### src/rtl/core/tbp_pkg.sv
// ----------------------------------------------------------------------------
// tbp_pkg
// Shared constants, codes and helpers of the tournament branch predictor.
// ----------------------------------------------------------------------------
package tbp_pkg;

    localparam int GLOBAL_MAX_DEF  = 13;
    localparam int LOCAL_MAX_DEF   = 11;
    localparam int ADDRESS_MAX_DEF = 11;

    localparam int CFG_W   = 4;
    localparam int CFG_IDX_W = 2;

    localparam logic [CFG_IDX_W-1:0] REG_MODE         = 2'd0;
    localparam logic [CFG_IDX_W-1:0] REG_GLOBAL_BITS  = 2'd1;
    localparam logic [CFG_IDX_W-1:0] REG_LOCAL_BITS   = 2'd2;
    localparam logic [CFG_IDX_W-1:0] REG_ADDRESS_BITS = 2'd3;

    localparam logic [1:0] MODE_STATIC     = 2'd0;
    localparam logic [1:0] MODE_GSHARE     = 2'd1;
    localparam logic [1:0] MODE_TOURNAMENT = 2'd2;

    localparam logic OP_PREDICT = 1'b0;
    localparam logic OP_TRAIN   = 1'b1;

    localparam logic [1:0] CTR_WEAK_NT = 2'd1;
    localparam logic [1:0] CTR_MAX     = 2'd3;
    localparam logic [1:0] CTR_MIN     = 2'd0;

    typedef struct packed {
        logic        operation;
        logic [31:0] branch_address;
        logic        taken;
    } item_t;

    function automatic logic [1:0] bump(input logic [1:0] c, input logic up);
        logic [1:0] r;
        if (up)
        begin
            r = (c == CTR_MAX) ? CTR_MAX : c + 2'd1;
        end
        else
        begin
            r = (c == CTR_MIN) ? CTR_MIN : c - 2'd1;
        end
        return r;
    endfunction

endpackage

### src/rtl/core/tbp_front.sv
// ----------------------------------------------------------------------------
// tbp_front
// Configuration registers, width masks and a two-entry item queue.
// ----------------------------------------------------------------------------
module tbp_front #(
    parameter int GLOBAL_MAX  = tbp_pkg::GLOBAL_MAX_DEF,
    parameter int LOCAL_MAX   = tbp_pkg::LOCAL_MAX_DEF,
    parameter int ADDRESS_MAX = tbp_pkg::ADDRESS_MAX_DEF
) (
    input  logic                           clk,
    input  logic                           rst_n,
    input  logic                           in_valid,
    output logic                           in_stall,
    input  tbp_pkg::item_t                 in_item,
    input  logic                           cfg_we,
    input  logic [tbp_pkg::CFG_IDX_W-1:0]  cfg_index,
    input  logic [tbp_pkg::CFG_W-1:0]      cfg_data,
    input  logic                           busy,
    output logic                           q_valid,
    output tbp_pkg::item_t                 q_item,
    input  logic                           q_pop,
    output logic [1:0]                     mode,
    output logic [GLOBAL_MAX-1:0]          gmask,
    output logic [LOCAL_MAX-1:0]           lmask,
    output logic [ADDRESS_MAX-1:0]         amask
);
    import tbp_pkg::*;

    logic [1:0]       mode_reg;
    logic [CFG_W-1:0] gbits_reg;
    logic [CFG_W-1:0] lbits_reg;
    logic [CFG_W-1:0] abits_reg;

    item_t      q_reg [2];
    logic       wptr_reg;
    logic       rptr_reg;
    logic [1:0] cnt_reg;
    logic       push;

    always_ff @(posedge clk or negedge rst_n)
    begin
        if (!rst_n)
        begin
            mode_reg  <= MODE_GSHARE;
            gbits_reg <= CFG_W'(13);
            lbits_reg <= CFG_W'(11);
            abits_reg <= CFG_W'(11);
        end
        else if (cfg_we)
        begin
            case (cfg_index)
                REG_MODE:         mode_reg  <= cfg_data[1:0];
                REG_GLOBAL_BITS:  gbits_reg <= cfg_data;
                REG_LOCAL_BITS:   lbits_reg <= cfg_data;
                REG_ADDRESS_BITS: abits_reg <= cfg_data;
                default:          mode_reg  <= mode_reg;
            endcase
        end
    end

    always_comb
    begin
        for (int i = 0; i < GLOBAL_MAX; i++)
        begin
            gmask[i] = (i < int'(gbits_reg));
        end
        for (int i = 0; i < LOCAL_MAX; i++)
        begin
            lmask[i] = (i < int'(lbits_reg));
        end
        for (int i = 0; i < ADDRESS_MAX; i++)
        begin
            amask[i] = (i < int'(abits_reg));
        end
    end

    assign mode     = mode_reg;
    assign in_stall = cnt_reg[1] | busy;
    assign push     = in_valid & ~in_stall;
    assign q_valid  = cnt_reg != 2'd0;
    assign q_item   = q_reg[rptr_reg];

    always_ff @(posedge clk)
    begin
        if (push)
        begin
            q_reg[wptr_reg] <= in_item;
        end
    end

    always_ff @(posedge clk or negedge rst_n)
    begin
        if (!rst_n)
        begin
            wptr_reg <= 1'b0;
            rptr_reg <= 1'b0;
            cnt_reg  <= 2'd0;
        end
        else
        begin
            if (push)
            begin
                wptr_reg <= ~wptr_reg;
            end
            if (q_pop)
            begin
                rptr_reg <= ~rptr_reg;
            end
            cnt_reg <= cnt_reg + {1'b0, push} - {1'b0, q_pop};
        end
    end
endmodule

### config.mk
export PLATFORM = sky130hd
export DESIGN_NAME = tbp_front
export DESIGN_NICKNAME = d
export VERILOG_FILES = /design/src/rtl/core/tbp_pkg.sv /design/src/rtl/core/tbp_front.sv
export SDC_FILE = /design/constraint.sdc
export NUM_CORES = 1
export LEC_CHECK = 0
export ABC_AREA = 1
export ABC_CLOCK_PERIOD_IN_PS = 5900
export BUFFER_PORTS_ARGS = -buffer_cell sky130_fd_sc_hd__buf_2
export CAP_MARGIN = 20
export CORE_ASPECT_RATIO = 0.8
export CORE_MARGIN = 2
export CORE_UTILIZATION = 51
export DETAILED_ROUTE_END_ITERATION = 7
export PLACE_DENSITY = 0.82
export SLEW_MARGIN = 0
export SYNTH_ARGS = -nofsm -noshare
export SYNTH_HDL_FRONTEND = slang
export SYNTH_SLANG_ARGS = --single-unit
### constraint.sdc
create_clock -name clk -period 5.9 [get_ports clk]
set_input_delay 0.295 -clock clk [delete_from_list [all_inputs] [get_ports clk]]
set_output_delay 0.295 -clock clk [all_outputs]
set_load 0.05 [all_outputs]
==> flow_summary.toml <==
[run_status]
status = "completed"

[clock_network]
cts_sinks = 86
cts_max_level = 3
cts_root_buf = "clkbuf_8"
cts_buffers = 9
clock_latency_ps = 350
clk_path_buf_depth = 2
tritoncts = "built"
clk_pin_slew_ps = 80

[setup_path]
crit_path_start = "rptr_reg$_DFFE_PN0P_"
arrival_ps = 1980
r2r_cells = 3
regToRegSetupSlack_ps = 4000
required_ps = 5610
path_max_fanout = 69
worstSetupEndpoint = "q_item[3]"
slowest_stage = "dfrtp_2"
start_kind = "flop"
cp_slowest_stage_delay_ps = 1000
r2r-start = "cnt_reg[1]$_DFF_PN0_"
crit_path_end_kind = "primary output"
path_class = "reg -> out"
r2r_end = "q_reg[1][8]$_DFFE_PP_"
path_cells = "nand2_1 > o21ai_0 > buf_2"

[sta]
tns_ps = 0
worst_slack_ps = 3630
worst_slew_pin_slew_ps = 988
skew_ps = 6.40
final_hold_viol_count = 0
fin_crit_sh_pct = 38.5
min_period_ps = 2270
report.final.slew_viol_count = 0
maxSlewHeadroom_pct = 34.1
timing.fmax_mhz = 440
finalSetupViolCount = 0
rsz0062_at_grt = "false"

[drt]
viasPerCell = 4.86
firstDrtPassIters = 4
drtIter0Drc = 93
drtAntennaViolNets = 0
vias = 2589
wl_per_cell_um = 12.7
remaining_drc_errors = 0
routed_wl_um = 6780

[power_and_ir_drop]
vdd_drop_max_uv = 328
p_per_area_nw_per_um2 = 491
p_leak_nw = 2.03
p_total_w = 0.00215

[floorplan]
die_w_um = 97.5
dieHeight_um = 78.8
io_pins = 119
die-area_um2 = 7690
rows = 27
initial_core_util_pct = 52.3
core_um2 = 6820

[layout]
largest_reg_flops = 68
diodes = 0
nets = 489
final_layout_size_suffix_gt1_share_pct = 34.1
design_area_um2 = 4390
syn2layout_area_growth_pct = 22.9
post-route-util_pct = 64.3
mostFrequentLayoutCells = "buf_2, nand2_1, edfxtp_1, inv_1, o21ai_0"
n_fill_cell = 569
final_common_cell = "buf_2"

[global_routing]
grt_max_degree = 70
grt_pass1_vias = 2502
grt_antenna_before_repair = 0
track_usage_pct = 18.1
grt_pass1_wl_um = 11000
overflow = 0

[place]
dpl-instance-area_um2 = 4200
post-place-ws_ps = 3950
placement.io_buffers = 118
gp_congestion = 0.794
dp_hpwl_um = 4780

[synthesis]
syn_nets = 370
ys_ff_latch = 86
avgSynthCellArea_um2 = 11.1
syn_inst = 322
ys_seq_area_share_pct = 70.2
syn-cell-area_um2 = 3570
yosysUniqueCellTypes = 20
synth_warnings = 0

[min_path]
hp-class = "in -> reg"

[job]
cap_violations = 0
## how the worst min path moves through the flow
stage | start | to | cells after the start
floorplan | rst_n | abits_reg[2]$_DFFE_PN0P_ | 0
global placement | rst_n | abits_reg[2]$_DFFE_PN0P_ | 1
detailed placement | rst_n | abits_reg[2]$_DFFE_PN0P_ | 1
CTS | in_item[30] | q_reg[1][30]$_DFFE_PP_ | 1
global route | in_item[16] | q_reg[0][16]$_DFFE_PP_ | 1
finish | in_item[33] | q_reg[1][33]$_DFFE_PP_ | 1
## where the power goes
| group | internal [W] | switching [W] | total [W] | leakage (nW) |
|---|---|---|---|---|
| registers | 0.000746 | 0.0000881 | 0.000835 | 0.820 |
| logic | 0.000192 | 0.000769 | 0.000962 | 1.14 |
| clock network | 0.000154 | 0.000205 | 0.000359 | 0.0712 |
| total | 0.00109 | 0.00106 | 0.00215 | 2.03 |
## cell families (layout without fill, tap and decap cells)
kind of cell               after synthesis  count (layout)  share of synthesized area (%)
buffers and inverters                   72             196                           8.59
DFF                                     86              86                           70.2
AOI/OAI and AO/OA                       56              56                           7.85
xor gates and xnor gates                 1               1                          0.245
and+or+nand+nor                        105             105                           12.4
adders and majority gates                2               2                          0.701
## metal layers
layer	track usage [%]	up-vias	share of wire (%)
met5	0	-	0
met4	5.97	0	1.2
met3	5.81	9	7.8
met2	31.9	102	49
met1	21.4	1187	42
li1	-	1291	-
## cells in the mapped netlist, drive strengths merged
cell	instances	area, µm²
a21oi	7	35.0
buf	12	81.3
dfrtp	8	200
dfstp	10	263
edfxtp	68	2040
ha	2	25.0
inv	60	225
nand2	79	297
nand3	6	45.0
nand4	10	62.6
nor2	9	33.8
o21ai	49	245
or2	1	6.26
xor2	1	8.76
## critical path: cells and delay by family (launching register included)
family	cells	cell delay, ps
AND/OR/NAND/NOR	1	100
buffers and inverters	1	330
flip-flops	1	1000
AO/OA/AOI/OAI	1	160
## what timing repair did
action	CTS	global route
gates resized for setup	0	0
hold endpoints to repair	8	0
buffers inserted	0	0
hold buffers	1	0
## cell type report
| type | instances | area [µm²] | share of cell area [%] |
|---|---|---|---|
| clock inverters | 6 | 46.3 | 1.06 |
| flip-flops and latches | 86 | 2510 | 57.1 |
| repair buffers | 120 | 608 | 13.9 |
| well taps | 87 | 109 | 2.48 |
| multi-input cells | 164 | 766 | 17.5 |
| inverters | 60 | 225 | 5.13 |
| clock buffers | 10 | 128 | 2.91 |
## per-stage QoR
stage | std cells | hold slack (ps)
global route | 533 | 110
global placement | 516 | 242
CTS | 533 | 110
detailed placement | 516 | 247
finish | 533 | 132
floorplan | 322 | -0.591
(Power assumes the default switching activity.)
